[src/rtl/nqb_pkg.sv]
// Shared types and constants for the N-queens backtracking solver.
package nqb_pkg;

    localparam int MAX_N_DEFAULT = 16;
    localparam int SIZE_W        = 5;
    localparam int IDX_W         = 4;

    typedef enum logic [2:0] {
        ST_IDLE,
        ST_SEARCH,
        ST_POP,
        ST_EMIT_RD,
        ST_EMIT_WR,
        ST_FAIL
    } nqb_state_t;

    typedef struct packed {
        logic clear;
        logic place;
        logic remove;
    } nqb_mask_op_t;

endpackage

[src/rtl/n_queens_backtrack_solver.sv]
// Top level of the N-queens solver: search sequencer, row stack and result register.
//
// A transaction on the input channel (in_valid/in_ready) carries one board size N.
// The block then searches for the first placement of N non-attacking queens,
// filling columns left to right and trying rows from zero upward.
// Each search node that places a queen is handled in ST_SEARCH; each step
// back also passes through ST_POP, because the row of the previous column
// comes out of the row stack memory in the cycle after its read. Rows are
// checked against row and diagonal occupancy masks, so node cost does not
// grow with the column. On success the block sends N result transactions,
// one per column in order, with found set and last_result on column N-1;
// each is a stack read in ST_EMIT_RD and then a load of the result register
// in ST_EMIT_WR. With no solution, or with N of zero or above MAX_N, a single
// result with found clear follows; both for a bad N and after column 0 runs
// out of rows, ST_FAIL loads it once the result register is free.
// in_ready is high only between searches. The result register decouples the
// output: a new board size is taken while the final result still waits, and
// the sequencer waits to load a result while the receiver holds out_ready low.
// Reset clears the control state and masks; the stack needs no clearing,
// since every entry is written before it is read.
module n_queens_backtrack_solver
    import nqb_pkg::*;
#(
    parameter int MAX_N = MAX_N_DEFAULT
)
(
    input  logic              clk,
    input  logic              rst_n,
    input  logic              in_valid,
    output logic              in_ready,
    input  logic [SIZE_W-1:0] board_size,
    output logic              out_valid,
    input  logic              out_ready,
    output logic [IDX_W-1:0]  column_index,
    output logic [IDX_W-1:0]  queen_row,
    output logic              found,
    output logic              last_result
);

    localparam int ROW_W = $clog2(MAX_N);
    localparam int CNT_W = $clog2(MAX_N + 1);

    nqb_state_t state_reg, state_next;

    logic [CNT_W-1:0] n_reg, n_next;
    logic [CNT_W-1:0] col_reg, col_next;
    logic [CNT_W-1:0] start_reg, start_next;
    logic [CNT_W-1:0] col_m1;

    logic             out_valid_reg, out_valid_next;
    logic [IDX_W-1:0] column_index_reg, column_index_next;
    logic [IDX_W-1:0] queen_row_reg, queen_row_next;
    logic             found_reg, found_next;
    logic             last_reg, last_next;

    logic             in_fire;
    logic             out_free;
    logic             size_bad;
    logic             col_done;
    logic             is_last;

    nqb_mask_op_t     mask_op;
    logic [ROW_W-1:0] op_row, op_col;
    logic             hit;
    logic [ROW_W-1:0] hit_row;

    logic             mem_we, mem_re;
    logic [ROW_W-1:0] mem_raddr;
    logic [ROW_W-1:0] rdata;

    logic [CNT_W+IDX_W-1:0] col_ext;
    logic [ROW_W+IDX_W-1:0] row_ext;

    assign in_ready = (state_reg == ST_IDLE);
    assign in_fire  = in_valid && in_ready;
    assign out_free = !out_valid_reg || out_ready;
    assign size_bad = (board_size == '0)
                      || ({1'b0, board_size} > (SIZE_W + 1)'(MAX_N));
    assign col_done = (col_reg == n_reg);
    assign col_m1   = col_reg - CNT_W'(1);
    assign is_last  = ((col_reg + CNT_W'(1)) == n_reg);
    assign col_ext  = {{IDX_W{1'b0}}, col_reg};
    assign row_ext  = {{IDX_W{1'b0}}, rdata};

    nqb_stack_mem #(
        .DEPTH (MAX_N),
        .AW    (ROW_W),
        .DW    (ROW_W)
    ) u_stack (
        .clk   (clk),
        .we    (mem_we),
        .waddr (col_reg[ROW_W-1:0]),
        .wdata (hit_row),
        .re    (mem_re),
        .raddr (mem_raddr),
        .rdata (rdata)
    );

    nqb_conflict #(
        .MAX_N (MAX_N),
        .ROW_W (ROW_W),
        .CNT_W (CNT_W)
    ) u_conflict (
        .clk    (clk),
        .rst_n  (rst_n),
        .op     (mask_op),
        .op_row (op_row),
        .op_col (op_col),
        .col    (col_reg[ROW_W-1:0]),
        .start  (start_reg),
        .n      (n_reg),
        .hit    (hit),
        .row    (hit_row)
    );

    always_comb
    begin
        state_next = state_reg;
        unique case (state_reg)
            ST_IDLE:
            begin
                if (in_fire)
                begin
                    state_next = size_bad ? ST_FAIL : ST_SEARCH;
                end
            end
            ST_SEARCH:
            begin
                if (col_done)
                begin
                    state_next = ST_EMIT_RD;
                end
                else if (!hit)
                begin
                    state_next = (col_reg == '0) ? ST_FAIL : ST_POP;
                end
            end
            ST_POP:
            begin
                state_next = ST_SEARCH;
            end
            ST_EMIT_RD:
            begin
                state_next = ST_EMIT_WR;
            end
            ST_EMIT_WR:
            begin
                if (out_free)
                begin
                    state_next = is_last ? ST_IDLE : ST_EMIT_RD;
                end
            end
            ST_FAIL:
            begin
                if (out_free)
                begin
                    state_next = ST_IDLE;
                end
            end
            default:
            begin
                state_next = ST_IDLE;
            end
        endcase
    end

    always_comb
    begin
        n_next            = n_reg;
        col_next          = col_reg;
        start_next        = start_reg;
        mask_op           = '0;
        op_row            = hit_row;
        op_col            = col_reg[ROW_W-1:0];
        mem_we            = 1'b0;
        mem_re            = 1'b0;
        mem_raddr         = col_reg[ROW_W-1:0];
        out_valid_next    = out_valid_reg && !out_ready;
        column_index_next = column_index_reg;
        queen_row_next    = queen_row_reg;
        found_next        = found_reg;
        last_next         = last_reg;
        unique case (state_reg)
            ST_IDLE:
            begin
                if (in_fire)
                begin
                    n_next        = CNT_W'(board_size);
                    col_next      = '0;
                    start_next    = '0;
                    mask_op.clear = 1'b1;
                end
            end
            ST_SEARCH:
            begin
                if (col_done)
                begin
                    col_next = '0;
                end
                else if (hit)
                begin
                    mem_we        = 1'b1;
                    mask_op.place = 1'b1;
                    col_next      = col_reg + CNT_W'(1);
                    start_next    = '0;
                end
                else if (col_reg != '0)
                begin
                    mem_re    = 1'b1;
                    mem_raddr = col_m1[ROW_W-1:0];
                end
            end
            ST_POP:
            begin
                // Lift the queen of the previous column and resume one row below it.
                mask_op.remove = 1'b1;
                op_row         = rdata;
                op_col         = col_m1[ROW_W-1:0];
                col_next       = col_m1;
                start_next     = CNT_W'(rdata) + CNT_W'(1);
            end
            ST_EMIT_RD:
            begin
                mem_re = 1'b1;
            end
            ST_EMIT_WR:
            begin
                if (out_free)
                begin
                    out_valid_next    = 1'b1;
                    column_index_next = col_ext[IDX_W-1:0];
                    queen_row_next    = row_ext[IDX_W-1:0];
                    found_next        = 1'b1;
                    last_next         = is_last;
                    col_next          = col_reg + CNT_W'(1);
                end
            end
            ST_FAIL:
            begin
                if (out_free)
                begin
                    out_valid_next    = 1'b1;
                    column_index_next = '0;
                    queen_row_next    = '0;
                    found_next        = 1'b0;
                    last_next         = 1'b1;
                end
            end
            default:
            begin
            end
        endcase
    end

    always_ff @(posedge clk or negedge rst_n)
    begin
        if (!rst_n)
        begin
            state_reg     <= ST_IDLE;
            n_reg         <= '0;
            col_reg       <= '0;
            start_reg     <= '0;
            out_valid_reg <= 1'b0;
        end
        else
        begin
            state_reg     <= state_next;
            n_reg         <= n_next;
            col_reg       <= col_next;
            start_reg     <= start_next;
            out_valid_reg <= out_valid_next;
        end
    end

    always_ff @(posedge clk)
    begin
        column_index_reg <= column_index_next;
        queen_row_reg    <= queen_row_next;
        found_reg        <= found_next;
        last_reg         <= last_next;
    end

    assign out_valid    = out_valid_reg;
    assign column_index = column_index_reg;
    assign queen_row    = queen_row_reg;
    assign found        = found_reg;
    assign last_result  = last_reg;

endmodule

[src/rtl/nqb_stack_mem.sv]
// Row stack of the search: one synchronous memory with a registered read port.
module nqb_stack_mem
    import nqb_pkg::*;
#(
    parameter int DEPTH = MAX_N_DEFAULT,
    parameter int AW    = $clog2(DEPTH),
    parameter int DW    = $clog2(DEPTH)
)
(
    input  logic          clk,
    input  logic          we,
    input  logic [AW-1:0] waddr,
    input  logic [DW-1:0] wdata,
    input  logic          re,
    input  logic [AW-1:0] raddr,
    output logic [DW-1:0] rdata
);

    logic [DW-1:0] mem [DEPTH];
    logic [DW-1:0] rdata_reg;

    always_ff @(posedge clk)
    begin
        if (we)
        begin
            mem[waddr] <= wdata;
        end
    end

    always_ff @(posedge clk)
    begin
        if (re)
        begin
            rdata_reg <= mem[raddr];
        end
    end

    assign rdata = rdata_reg;

endmodule

[src/rtl/nqb_conflict.sv]
// Occupancy masks for rows and both diagonals, and the first-free-row finder.
module nqb_conflict
    import nqb_pkg::*;
#(
    parameter int MAX_N = MAX_N_DEFAULT,
    parameter int ROW_W = $clog2(MAX_N),
    parameter int CNT_W = $clog2(MAX_N + 1)
)
(
    input  logic             clk,
    input  logic             rst_n,
    input  nqb_mask_op_t     op,
    input  logic [ROW_W-1:0] op_row,
    input  logic [ROW_W-1:0] op_col,
    input  logic [ROW_W-1:0] col,
    input  logic [CNT_W-1:0] start,
    input  logic [CNT_W-1:0] n,
    output logic             hit,
    output logic [ROW_W-1:0] row
);

    localparam int D_W = 2 * MAX_N - 1;
    localparam logic [ROW_W-1:0] LAST_IDX = ROW_W'(MAX_N - 1);

    logic [MAX_N-1:0] row_mask_reg, row_mask_next;
    logic [D_W-1:0]   d1_reg, d1_next;
    logic [D_W-1:0]   d2_reg, d2_next;
    logic [MAX_N-1:0] op_oh;
    logic [D_W-1:0]   d1_oh, d2_oh;
    logic [D_W-1:0]   d1_sh, d2_sh;
    logic [MAX_N-1:0] free;

    // The anti-diagonal of (r, c) is r - c + MAX_N - 1, kept non-negative.
    assign op_oh = MAX_N'(1) << op_row;
    assign d1_oh = D_W'(op_oh) << op_col;
    assign d2_oh = D_W'(op_oh) << (LAST_IDX - op_col);

    always_comb
    begin
        row_mask_next = row_mask_reg;
        d1_next       = d1_reg;
        d2_next       = d2_reg;
        if (op.clear)
        begin
            row_mask_next = '0;
            d1_next       = '0;
            d2_next       = '0;
        end
        else if (op.place)
        begin
            row_mask_next = row_mask_reg | op_oh;
            d1_next       = d1_reg | d1_oh;
            d2_next       = d2_reg | d2_oh;
        end
        else if (op.remove)
        begin
            row_mask_next = row_mask_reg & ~op_oh;
            d1_next       = d1_reg & ~d1_oh;
            d2_next       = d2_reg & ~d2_oh;
        end
    end

    always_ff @(posedge clk or negedge rst_n)
    begin
        if (!rst_n)
        begin
            row_mask_reg <= '0;
            d1_reg       <= '0;
            d2_reg       <= '0;
        end
        else
        begin
            row_mask_reg <= row_mask_next;
            d1_reg       <= d1_next;
            d2_reg       <= d2_next;
        end
    end

    assign d1_sh = d1_reg >> col;
    assign d2_sh = d2_reg >> (LAST_IDX - col);

    always_comb
    begin
        for (int r = 0; r < MAX_N; r++)
        begin
            free[r] = !row_mask_reg[r] && !d1_sh[r] && !d2_sh[r]
                      && (CNT_W'(r) >= start) && (CNT_W'(r) < n);
        end
    end

    always_comb
    begin
        row = '0;
        for (int r = MAX_N - 1; r >= 0; r--)
        begin
            if (free[r])
            begin
                row = ROW_W'(r);
            end
        end
    end

    assign hit = |free;

endmodule

[config.mk]
export PLATFORM = sky130hd
export DESIGN_NAME = n_queens_backtrack_solver
export DESIGN_NICKNAME = d
export VERILOG_FILES = /design/src/rtl/nqb_pkg.sv /design/src/rtl/n_queens_backtrack_solver.sv /design/src/rtl/nqb_stack_mem.sv /design/src/rtl/nqb_conflict.sv
export SDC_FILE = /design/constraint.sdc
export NUM_CORES = 1
export LEC_CHECK = 0
export BUFFER_PORTS_ARGS = -buffer_cell sky130_fd_sc_hd__buf_2
export CELL_PAD_IN_SITES_DETAIL_PLACEMENT = 0
export CELL_PAD_IN_SITES_GLOBAL_PLACEMENT = 1
export CORE_MARGIN = 3
export CORE_UTILIZATION = 50
export CTS_BUF_LIST = sky130_fd_sc_hd__clkbuf_8 sky130_fd_sc_hd__clkbuf_16
export CTS_CLUSTER_SIZE = 40
export DETAILED_ROUTE_END_ITERATION = 8
export PLACE_DENSITY = 0.84
export SLEW_MARGIN = 5
export SYNTH_ARGS = -nofsm -noshare
export SYNTH_HDL_FRONTEND = slang
export SYNTH_SLANG_ARGS = --single-unit
[constraint.sdc]
create_clock -name clk -period 5.8 [get_ports clk]
set_input_delay 0.29 -clock clk [delete_from_list [all_inputs] [get_ports clk]]
set_output_delay 0.29 -clock clk [all_outputs]
set_load 0.02 [all_outputs]
# Word level (Yosys, flattened, before mapping)
# Memory sizes are Yosys's and may differ from the RTL's. A register that Yosys moved wholly into a read port is not among the register bits.
# Cells that the tools add are included.
dict set report word_totals {
  reg_bits 107
  ramBits 64
  inputBits 9
  elab_cells 284
  n_memories 1
}
# memory depth word_bits rd rd_ports_with_merged_regs wr line
set memory_table {}
lappend memory_table {u_stack.mem 16 4 1 1 1 nqb_stack_mem.sv:19} ;# logic [DW-1:0] mem [DEPTH];
dict set report op_classes {
  n_addsub 5
  n_lt_le_gt_ge 33
  n_eq_ne 14
  shift 5
  n_mux 72
  bitwise 9
  reduce_logical 133
}
# op n
set op_table {}
lappend op_table {{$mux W31} 6}
lappend op_table {{$mux W4} 25}
lappend op_table {{$logic_and A1 B1 Y1} 66}
lappend op_table {{$and A31 B31 Y31} 2}
lappend op_table {{$not A31 Y31} 2}
lappend op_table {{$or A31 B31 Y31} 2}
lappend op_table {{$shl A16 B4 Y31} 2}
lappend op_table {{$shr A31 B4 Y16} 2}
lappend op_table {{$logic_not A1 Y1} 50}
lappend op_table {{$mux W16} 3}
lappend op_table {{$ge A4 B5 Y1 const A} 8}
lappend op_table {{$lt A4 B5 Y1 const A} 8}
lappend op_table {{$mux W5} 6}
lappend op_table {{$mux W3} 7}
lappend op_table {{$ge A3 B5 Y1 const A} 4}
lappend op_table {{$lt A3 B5 Y1 const A} 4}
lappend op_table {{$pmux W5 S4} 1}
lappend op_table {{$pmux W3 S6} 1}
lappend op_table {{$and A16 B16 Y16} 1}
lappend op_table {{$mux W1} 16}
lappend op_table {{$not A16 Y16} 1}
lappend op_table {{$or A16 B16 Y16} 1}
lappend op_table {{$pmux W4 S2} 2}
lappend op_table {{$reduce_or A16 Y1} 1}
lappend op_table {{31 further kinds} 50}

# Logic depth before layout (Yosys ltp)
# Gate-level depths: netlist (run 1).
dict set report depth {
  word_depth 30
  depth_mapped 21
}

# By module
# From an unflattened synthesis (run 1), not the netlist that was laid out.
dict set report unflattened {
  hier_cells 1317
  area_unflattened_um2 12593.3
}
# module instances cells_each area_each_um2 seq_area_each_um2
set by_module_without_submodules {}
lappend by_module_without_submodules {nqb_conflict 1 989 8055.2 1951.9}
lappend by_module_without_submodules {nqb_stack_mem 1 130 2706.3 2042.0}
lappend by_module_without_submodules {n_queens_backtrack_solver 1 198 1831.8 775.7}

# Worst setup path before layout (run 1)
# Ideal clock, no wire load.
dict set report synth_timing {
  path_kind {register to register}
  start {reg col_reg[1]}
  end {reg u_stack.rdata_reg[2] (netlist: u_stack.rdata[2]) (read register of u_stack.mem), data pin}
  setup_time_ps 272
  arrival_time_ps 4009
  setup_slack_ps 1519
  stages_incl_launch_ff 17
  n_path_buf 4
  cell_sequence {dfrtp_1 -> buf_2 -> inv_1 -> buf_2 -> clkbuf_1 -> mux4_2 -> a2bb2oi_4 -> o2111ai_4 -> nor4b_4 -> nand4_4 -> nor2_4 -> a21o_4 -> o21ai_4 -> buf_6 -> mux4_2 -> a22oi_1 -> o221ai_1}
}
dict set report synth_via {
  elab_chain_cells 10
  elab_cells_between_ends 111
  cone_classes {add/sub: 2; eq/ne: 1; shift: 2; mux: 8; reduce/logical: 98}
}
# item line
set synth_rtl {}
lappend synth_rtl {{start: declaration} n_queens_backtrack_solver.sv:46} ;# logic [CNT_W-1:0] col_reg, col_next;
lappend synth_rtl {{start signal: assignment} n_queens_backtrack_solver.sv:269} ;# col_reg <= col_next;
lappend synth_rtl {{$sub A4 B4 Y4 / $shr A31 B4 Y16 (equally long branches)} {nqb_conflict.sv:80, nqb_conflict.sv:79}}
lappend synth_rtl {{$shr A31 B4 Y16 / $logic_not A1 Y1 (equally long branches)} {nqb_conflict.sv:80, nqb_conflict.sv:86}}
lappend synth_rtl {{$logic_not A1 Y1 / $logic_and A1 B1 Y1 (equally long branches)} nqb_conflict.sv:86} ;# free[r] = !row_mask_reg[r] && !d1_sh[r] && !d2_sh[r]
lappend synth_rtl {{$logic_and A1 B1 Y1} nqb_conflict.sv:86}
lappend synth_rtl {{$logic_and A1 B1 Y1 (2 in series)} nqb_conflict.sv:87} ;# && (CNT_W'(r) >= start) && (CNT_W'(r) < n);
lappend synth_rtl {{$reduce_or A16 Y1} nqb_conflict.sv:103} ;# assign hit = |free;
lappend synth_rtl {{$mux W1 / $mux W4 (equally long branches)} n_queens_backtrack_solver.sv:200} ;# else if (hit)
lappend synth_rtl {{$mux W1 / $mux W4 (equally long branches)} n_queens_backtrack_solver.sv:196} ;# if (col_done)
lappend synth_rtl {{$pmux W1 S2 / $mux W4 (equally long branches)} n_queens_backtrack_solver.sv:183} ;# unique case (state_reg)
lappend synth_rtl {{end: declaration} nqb_stack_mem.sv:20} ;# logic [DW-1:0] rdata_reg;
# Parallel ways exist; a longest one is shown, timed or not.
# A chain may end at the register's enable or synchronous reset.

# Worst setup path after layout (run 1)
dict set report layout_timing {
  start {reg col_reg[0]}
  end {reg u_conflict.d2_reg[8]}
}
dict set report layout_via {
  elab_chain_cells 30
  elab_cells_between_ends 133
  cone_classes {add/sub: 3; eq/ne: 1; shift: 4; mux: 24; bitwise: 3; reduce/logical: 98}
}
# item line
set layout_rtl {}
lappend layout_rtl {{$sub A4 B4 Y4 / $shr A31 B4 Y16 (equally long branches)} {nqb_conflict.sv:80, nqb_conflict.sv:79}}
lappend layout_rtl {{$shr A31 B4 Y16 / $logic_not A1 Y1 (equally long branches)} {nqb_conflict.sv:80, nqb_conflict.sv:86}}
lappend layout_rtl {{$logic_not A1 Y1 / $logic_and A1 B1 Y1 (equally long branches)} nqb_conflict.sv:86}
lappend layout_rtl {{$logic_and A1 B1 Y1} nqb_conflict.sv:86}
lappend layout_rtl {{$logic_and A1 B1 Y1 (2 in series)} nqb_conflict.sv:87}
lappend layout_rtl {{$mux W4 (16 in series)} nqb_conflict.sv:96} ;# if (free[r])
lappend layout_rtl {{$mux W4} n_queens_backtrack_solver.sv:183}
lappend layout_rtl {{$shl A1 B4 Y16} nqb_conflict.sv:34} ;# assign op_oh = MAX_N'(1) << op_row;
lappend layout_rtl {{$shl A16 B4 Y31} nqb_conflict.sv:36} ;# assign d2_oh = D_W'(op_oh) << (LAST_IDX - op_col);
lappend layout_rtl {{$not A31 Y31} nqb_conflict.sv:59} ;# d2_next = d2_reg & ~d2_oh;
lappend layout_rtl {{$and A31 B31 Y31} nqb_conflict.sv:59}
lappend layout_rtl {{$mux W31} nqb_conflict.sv:55} ;# else if (op.remove)
lappend layout_rtl {{$mux W31} nqb_conflict.sv:49} ;# else if (op.place)
lappend layout_rtl {{$mux W31} nqb_conflict.sv:43} ;# if (op.clear)
lappend layout_rtl {{end signal: assignment} nqb_conflict.sv:75} ;# d2_reg <= d2_next;
lappend layout_rtl {{end: declaration} nqb_conflict.sv:27} ;# logic [D_W-1:0] d2_reg, d2_next;
# Parallel ways exist; a longest one is shown, timed or not. The select of a mux whose other input is x is not followed.

==> run metrics, run 1 <==
outcome=completed; gr ovfl total=0; Vias/cell=7.36; count of boundary I/O pins=21; Setup Viol. Count Final=0; clock skew=between 15 and 20 ps; Port Buffers=20; CTS root buffer=clkbuf_16; Iter 0 DRT Violations=around 1800; critical path, cell by cell=buf_12, mux2i_1, mux2i_1, a2111oi_1, a2bb2oi_1, nor3_1, o221ai_2, a31oi_4, buf_4, nand2_1, o22a_1, o32a_1, mux2i_1, mux2_2, o211ai_1; Cells after Synth=1398; Yosys reg bits=175; EDFF count, synth=between 70 and 80; sequential area share after synthesis=between 30% and 40%; Crit Path Class=reg2reg; top cells by area, synth=dfrtp_1, edfxtp_1, mux4_2, mux2i_1, nor2_1; # fillers=around 2300; Placed Area=around 14000 µm²; initial antenna violation count=0; DPL Wire Length=39.6 mm; final hold violation count=0; Final period util=96.4%; Starting Density=51.0%; Critical Path RT=between 6000 and 7000 ps; synthesized net count=1414; count leader, synth=nor2_1; Post-Syn Area=13300 µm²; CTS H-Tree Depth=4; placer's final routability congestion estimate=between 1 and 1.5; Final Non-Filler Cells=1729; Worst path slowest cell=dfrtp_4; HP Class=in2reg; clock slew at reported path FFs=~80 ps; Worst Setup End Kind=flip-flop; Mean Syn Cell Area=approximately 9.5 µm²; routed len/inst=31.5 µm; Antenna Nets Post-Route=0; final WL=54.4 mm; GRT Total Usage=37.8%; first-pass GRT wire length=80.7 mm; critical path launch point type=flip-flop; FP Rows=59; Worst slew margin=22.5%; CP max stage delay=690 ps; DRC=0; Synth top area share=18.3%; die area=around 29000 µm²; Longest Clk Path Bufs=2; Largest register FFs=64; synth unique cells=104; worst slew pin tran=1130 ps; RSZ-0062 raised after global routing=false; largest net degree at the start of global routing=63; most used cell, CP=mux2i_1; Post-Layout Inst Area=14400 µm²; core area=26100 µm²; die width=about 170 µm; Clock Latency Late Sink=roughly 440 ps; Fmax=179 MHz; Area growth, synth to finish=8.35%; Syn. warnings=0; fraction of layout cells with a size suffix above 1=around 16%; Clock Sinks=roughly 180; drt pass-1 iters=7; number of nets in the layout=about 1400; WP data arrival=5940 ps; Main synth FF type=dfrtp_1; Ant. Diodes=0; Max FO, Critical Path=37; overall die height=169 µm; most common library cells after synthesis=nor2_1, nand2_1, dfrtp_1, o21ai_0, a21oi_1; Synth area leader=dfrtp_1; Slew Viols, Final=0; via count=12720; Max Cap Violations=0; post-route minimum period=5590 ps; asr flop ratio synth=around 55%; CTS tree=done; placed insts=between 1500 and 2000; number of global-route vias before repair=about 12000; CTS Buf Count=17
metal layers:
metal  GRT usage (%)  part of all wire [%]
met1            48.4                    38
met2            59.0                    45
met3            6.77                   8.9
met4            24.5                   7.7
met5               0                     0
final cells by class:
class                   instances  area (µm²)  area share, %
multi-input cells            1077        7860           54.6
flip-flops and latches        175        4780           33.2
repair buffers                 83         628           4.36
clock buffers                  17         425           2.95
well taps                     335         419           2.91
clock inverters                15         190           1.32
inverters                      27         101          0.704
critical path, delay by kind of cell (launching register included):
family / cells / cell delay, ps
AOI/OAI and AO/OA: 7 / 2130
buffers and inverters: 2 / 600
DFF: 1 / 690
muxes: 4 / 1560
and+or+nand+nor: 2 / 490
cell usage in the layout (no fill, tap or decap), types with 19 or more instances in the layout:
master / Yosys / final
a211oi_1: 31 / 31
a21oi_1: 84 / 84
a31oi_1: 26 / 26
buf_2: 21 / 19
buf_4: 7 / 59
dfrtp_1: 97 / 93
edfxtp_1: 78 / 78
inv_1: 24 / 24
mux2_2: 25 / 25
mux2i_1: 59 / 58
mux4_2: 37 / 37
nand2_1: 112 / 112
nand3_1: 36 / 36
nor2_1: 140 / 139
nor3_1: 47 / 47
o21ai_0: 91 / 90
per-stage QoR:
step	TNS, ps	setup slack (ps)	hold slack [ps]	util (%)
after floorplan	0	1520	-5.59	-
after global placement	-2530	-308	282	52.7
after detailed placement	-280	-97.8	282	52.7
after CTS	0	80.7	39.3	55.1
after global routing	0	119	63.9	55.3
final	0	206	50.9	55.3
repair_timing:
action / in CTS / in global routing
resized for setup: 1 / 4
buffers inserted: 0 / 1
setup endpoints to repair: 8 / 20
pin swaps: 0 / 0
hold buffers: 1 / 0
hold endpoints to repair: 35 / 0
worst paths after layout:
path	start	to	slack, ps	cells past startpoint
hold reg to reg	col_reg[4]	col_reg[4]	530	1
setup reg to reg	col_reg[0]	u_conflict.d2_reg[8]	210	15
setup / recovery	col_reg[0]	u_conflict.d2_reg[8]	210	15
min in group asynchronous	rst_n	u_conflict.d1_reg[1]	350	2
hold / removal	board_size[1]	n_reg[1]	50	3
max in group asynchronous	rst_n	col_reg[0]	4120	3
cell families after synthesis:
family,Yosys count,synth area share (%)
simple gates,461,16.9
compound gates,453,24.4
flops,175,35.9
buf+inv,146,5.35
mux,135,15.4
xor+xnor,21,1.44
fa+ha+maj,7,0.659
Power of run 1 is left out: the tool's default activity adds up to more than one toggle a clock period on the data nets, which glitch-free logic cannot reach.
==> inputs of run 2 (changes only) <==
--- a/config.mk
+++ b/config.mk
@@ -11,7 +11,6 @@
 export CORE_MARGIN = 3
 export CORE_UTILIZATION = 50
 export CTS_BUF_LIST = sky130_fd_sc_hd__clkbuf_8 sky130_fd_sc_hd__clkbuf_16
-export CTS_CLUSTER_SIZE = 40
 export DETAILED_ROUTE_END_ITERATION = 8
 export PLACE_DENSITY = 0.84
 export SLEW_MARGIN = 5
==> constraint.sdc (replaced) <==
create_clock -name clk -period 5.8 [get_ports clk]
set_input_delay 0 -clock clk [delete_from_list [all_inputs] [get_ports clk]]
set_output_delay 0 -clock clk [all_outputs]
set_load 0.02 [all_outputs]
==> run 2 against run 1 <==
Against the previous run:
- count of clock-buffer cells in the layout unchanged
- via count rose by 0.31%
- sequential share of layout area down 0.14 points
- core utilization increased by 0.24 points
- first-iteration DRC count rose by 3.0%
- critical path depth stayed put
==> run metrics, run 2 (synthesis gave the netlist of run 1 again) <==
most frequent cells in the layout=nor2_1, nand2_1, dfrtp_1, o21ai_0, a21oi_1 (unchanged); Worst path slowest cell=dfrtp_4 (unchanged); DPL Wire Length=39.6 mm (unchanged); Antenna Nets Post-Route=0 (unchanged); Fmax=179 MHz (about the same); critical path, cell by cell=buf_12, mux2i_1, mux2i_1, a2111oi_1, a2bb2oi_1, nor3_1, o221ai_2, a31oi_4, buf_4, nand2_1, o22a_1, o32a_1, mux2i_1, mux2_2, o211ai_1 (unchanged); gr ovfl total=0 (unchanged); core area=26100 µm² (unchanged); GRT Total Usage=37.9% (was 37.8%); FP Rows=59 (unchanged); Clock Sinks=175 (unchanged); HP Class=in2async (was in2reg); Max Cap Violations=0 (unchanged); Clock Latency Late Sink=450 ps (was 440 ps); Max FO, Critical Path=37 (unchanged); CTS root buffer=clkbuf_16 (unchanged); Critical Path RT=6150 ps (about the same); Vias/cell=7.35 (was 7.36); first-pass GRT wire length=80.9 mm (was 80.7 mm); most common cell after layout, fill and taps aside=nor2_1 (unchanged); Iter 0 DRT Violations=1899 (was 1844); delay-heaviest family, CP=compound AO/OA/AOI/OAI gates (unchanged); via count=12759 (was 12720); largest net degree at the start of global routing=63 (unchanged); Longest Clk Path Bufs=2 (unchanged); final hold violation count=0 (unchanged); Starting Density=51.0% (unchanged); CP max stage delay=700 ps (was 690 ps); die area=28600 µm² (unchanged); initial antenna violation count=0 (unchanged); Crit Path Class=reg2reg (unchanged); DRC=0 (unchanged); drt pass-1 iters=7 (unchanged); Post-Layout Inst Area=14500 µm² (was 14400 µm²); post-route minimum period=5590 ps (about the same); worst slew pin tran=1180 ps (was 1130 ps); Largest register FFs=64 (unchanged); CTS H-Tree Depth=4 (unchanged); placer's final routability congestion estimate=1.07 (unchanged); Setup Viol. Count Final=0 (unchanged); CTS tree=done (unchanged); outcome=completed (unchanged); Placed Area=13700 µm² (unchanged); CTS Buf Count=17 (unchanged); Port Buffers=20 (unchanged); clock skew=15.0 ps (was 15.7 ps); RSZ-0062 raised after global routing=false (unchanged); final WL=54.5 mm (was 54.4 mm); Worst Setup End Kind=flip-flop (unchanged); clock slew at reported path FFs=70 ps (was 80 ps); routed len/inst=31.4 µm (was 31.5 µm); CP bufs+invs=2 (unchanged); critical path launch point type=flip-flop (unchanged); TNS Setup=0 ps (unchanged); Worst slew margin=21.6% (was 22.5%); number of global-route vias before repair=12291 (was 12228); most used cell, CP=mux2i_1 (unchanged); Slew Viols, Final=0 (unchanged); die width=169 µm (unchanged); Final period util=96.3% (was 96.4%); count of boundary I/O pins=21 (unchanged); overall die height=169 µm (unchanged); fraction of layout cells with a size suffix above 1=16.3% (was 16.4%); number of nets in the layout=1403 (was 1397); Area growth, synth to finish=8.81% (was 8.35%); WP data arrival=5940 ps (about the same)
run 2: cell count changes in the layout (fill, tap and decap cells not counted), sizes merged:
cell         previous run  this run
dlygate4sd3             1         7
diode                   0         1
run 2: final cells by class:
class,count,area (µm²)
clock buffer,17,425
fill,2339,11600
timing repair buffer,89,688
inverter,27,101
sequential,175,4780
tap,335,419
clock inverter,15,190
multi-input combinational,1077,7860
antenna,1,2.50
run 2: per-stage QoR:
stage / worst slack, ps / utilization (%) / std cells / hold WS (ps)
after detailed placement: -97.8 / 52.7 / 1695 / -7.57
after floorplan: 1520 / - / 1398 / -296
final: 214 / 55.5 / 1736 / 58.4
after global routing: 115 / 55.5 / 1735 / 103
after global placement: -308 / 52.7 / 1695 / -8.11
after CTS: 80.7 / 55.4 / 1734 / 59.2
run 2: worst paths after layout:
path                                  from                   end  slack, ps  cells after the start
worst min register to register  col_reg[4]            col_reg[4]        540                      1
worst min-delay path                 rst_n  u_conflict.d1_reg[1]         60                      2
worst max register to register  col_reg[0]  u_conflict.d2_reg[8]        210                     15
min in group clk                  in_valid          state_reg[1]         60                      3
max in group asynchronous            rst_n            col_reg[0]       4390                      3
worst max-delay path            col_reg[0]  u_conflict.d2_reg[8]        210                     15
run 2: per-layer routing:
| metal | track usage, % | wire (µm) | part of all wire (%) | vias up |
|---|---|---|---|---|
| met5 | 0 | 0 | 0 | - |
| met3 | 7.01 | 5230 | 9.6 | 230 |
| met2 | 59.5 | 24800 | 45 | 914 |
| met4 | 24.3 | 4300 | 7.9 | 0 |
| met1 | 48.3 | 20200 | 37 | 6203 |
| li1 | - | - | - | 5412 |
run 2: repair_timing:
| action | CTS | global route |
|---|---|---|
| gates resized for setup | 1 | 3 |
| setup endpoints to repair | 8 | 25 |
| endpoints found under the hold margin | 42 | 0 |
| hold buffers | 7 | 0 |
| buffers inserted | 0 | 1 |
Power of run 2 is left out for the same reason.
==> inputs of run 3 (changes only) <==
--- a/config.mk
+++ b/config.mk
@@ -6,7 +6,7 @@
 export NUM_CORES = 1
 export LEC_CHECK = 0
 export BUFFER_PORTS_ARGS = -buffer_cell sky130_fd_sc_hd__buf_2
-export CELL_PAD_IN_SITES_DETAIL_PLACEMENT = 0
+export CELL_PAD_IN_SITES_DETAIL_PLACEMENT = 1
 export CELL_PAD_IN_SITES_GLOBAL_PLACEMENT = 1
 export CORE_MARGIN = 3
 export CORE_UTILIZATION = 50
==> run 3 against run 2 <==
Against the previous run:
- sequential share of layout area increased by 0.060 points
- cell count about the same
- highest routed layer unchanged
- critical path type unchanged
- register-to-register slack about the same
- first-iteration DRC count decreased by 3.9%
- largest cell class unchanged
- critical path depth decreased by 1
==> run metrics, run 3 (synthesis gave the netlist of run 1 again) <==
core area=26100 µm² (unchanged); Util after Layout=55.4% (was 55.5%); number of nets in the layout=1403 (unchanged); outcome=completed (unchanged); number of global-route vias before repair=13365 (was 12291); RSZ-0062 raised after global routing=false (unchanged); dpl ws=-190 ps (was -97.8 ps); CTS Buf Count=17 (unchanged); drt pass-1 iters=6 (was 7); FP Rows=59 (unchanged); Slew Viols, Final=0 (unchanged); count of boundary I/O pins=21 (unchanged); CTS H-Tree Depth=4 (unchanged); Critical Path Source=col_reg[0] (unchanged); placed insts=1695 (unchanged); final setup margin=203 ps (was 214 ps); Port Buffers=20 (unchanged); worst r2r src=col_reg[0] (unchanged); DPL Wire Length=42.5 mm (was 39.6 mm); final hold violation count=0 (unchanged); reg-to-reg critical path endpoint=u_conflict.d1_reg[26] (was u_conflict.d2_reg[8]); first-pass GRT wire length=87.8 mm (was 80.9 mm); setup slack, reg-to-reg=200 ps (was 210 ps); DRC=0 (unchanged); Critical Path RT=6130 ps (was 6150 ps); Area growth, synth to finish=8.61% (was 8.81%); critical path launch point type=flip-flop (unchanged); CTS root buffer=clkbuf_16 (unchanged); HP Class=in2async (unchanged); Largest register FFs=64 (unchanged); Worst Setup End Kind=flip-flop (unchanged); Critical Path Sink=u_conflict.d1_reg[26] (was u_conflict.d2_reg[8]); Longest Clk Path Bufs=2 (unchanged); routed len/inst=33.7 µm (was 31.4 µm); largest net degree at the start of global routing=63 (unchanged); fraction of layout cells with a size suffix above 1=16.3% (unchanged); Crit Path Class=reg2reg (unchanged); Vias/cell=7.61 (was 7.35); post-route minimum period=5600 ps (was 5590 ps); met3 GRT Util=6.84% (was 7.01%); CTS tree=done (unchanged); worst slew pin tran=1190 ps (was 1180 ps); grt met1 use=50.7% (was 48.3%); GRT Total Usage=40.9% (was 37.9%); most common cell after layout, fill and taps aside=nor2_1 (unchanged); met2 Use GR=66.5% (was 59.5%); Iter 0 DRT Violations=1825 (was 1899); Final period util=96.5% (was 96.3%); clock slew at reported path FFs=80 ps (was 70 ps); via count=13210 (was 12759); # fillers=2943 (was 2339); Max Cap Violations=0 (unchanged); overall die height=169 µm (unchanged); Starting Density=51.0% (unchanged); Max FO, Critical Path=37 (unchanged); Antenna Nets Post-Route=0 (unchanged); WP data arrival=5930 ps (was 5940 ps); clock skew=22.8 ps (was 15.0 ps); die width=169 µm (unchanged); initial antenna violation count=0 (unchanged); Fmax=179 MHz (about the same); die area=28600 µm² (unchanged); worst r2r path cells=14 (was 15); Worst slew margin=20.5% (was 21.6%); gr ovfl total=0 (unchanged); Final Non-Filler Cells=1735 (was 1736); Clock Latency Late Sink=460 ps (was 450 ps); Setup Viol. Count Final=0 (unchanged); final WL=58.4 mm (was 54.5 mm); most frequent cells in the layout=nor2_1, nand2_1, dfrtp_1, o21ai_0, a21oi_1 (unchanged); placer's final routability congestion estimate=1.07 (unchanged); Ant. Diodes=0 (was 1); global route hottest layer=met2 (unchanged); Clock Sinks=175 (unchanged)
[run 3: cell count changes in the layout (fill, tap and decap cells not counted), sizes merged]
cell	before	now
bufinv	1	0
clkinvlp	2	1
inv	32	34
diode	1	0
[run 3: routing by layer]
metal	up-vias	part of all wire [%]
li1	5409	-
met1	6630	37
met2	908	47
met3	263	8.6
met4	0	7.9
met5	-	0
[run 3: area by class of cell]
cell class | count | area [µm²] | area share (%)
multi-input combinational | 1077 | 7860 | 54.4
inverter | 27 | 101 | 0.702
tap | 335 | 419 | 2.90
clock inverter | 15 | 159 | 1.10
sequential | 175 | 4780 | 33.1
clock buffer | 17 | 425 | 2.95
timing repair buffer | 89 | 696 | 4.82
[run 3: worst max-delay path, stage by stage, from the launching register on]
cell       delay (ps)
dfrtp_4           710
buf_12            300
mux2i_1           510
mux2i_1           220
a2111oi_1         650
a2bb2oi_1         220
nor3_1            330
o221ai_2          220
a31o_2            430
mux2i_1           630
a22oi_1           330
nand2b_1          230
a21oi_1           340
a21oi_1           120
a21o_1            210
[run 3: repair_timing]
| item | 4_1_cts | 5_1_grt |
|---|---|---|
| resized for setup | 1 | 3 |
| setup buffers | 1 | 0 |
| cloned | 0 | 0 |
| setup endpoints to repair | 13 | 10 |
| hold endpoints to repair | 42 | 0 |
| hold buffers | 7 | 0 |
| pin swaps | 0 | 0 |
[run 3: per-stage QoR]
stage               area [µm²]  setup TNS (ps)  hold WS, ps
CTS                      14400               0         77.5
global route             14400               0         98.8
finish                   14400               0         59.9
global placement         13700           -2530        -8.11
detailed placement       13700           -1300        -1.68
floorplan                13300               0         -296
[run 3: worst min path at each step]
| stage | from | slack (ps) | to | cells after the start |
|---|---|---|---|---|
| 6_report | rst_n | 60 | u_conflict.d1_reg[1] | 2 |
| 5_1_grt | rst_n | 100 | u_conflict.d1_reg[19] | 2 |
| 2_1_floorplan | rst_n | -300 | col_reg[0] | 0 |
| 3_5_place_dp | rst_n | -2 | u_conflict.d1_reg[1] | 1 |
| 3_3_place_gp | rst_n | -8 | u_conflict.d1_reg[1] | 1 |
| 4_1_cts | rst_n | 80 | u_conflict.d2_reg[22] | 2 |
Power of run 3 is left out for the same reason.
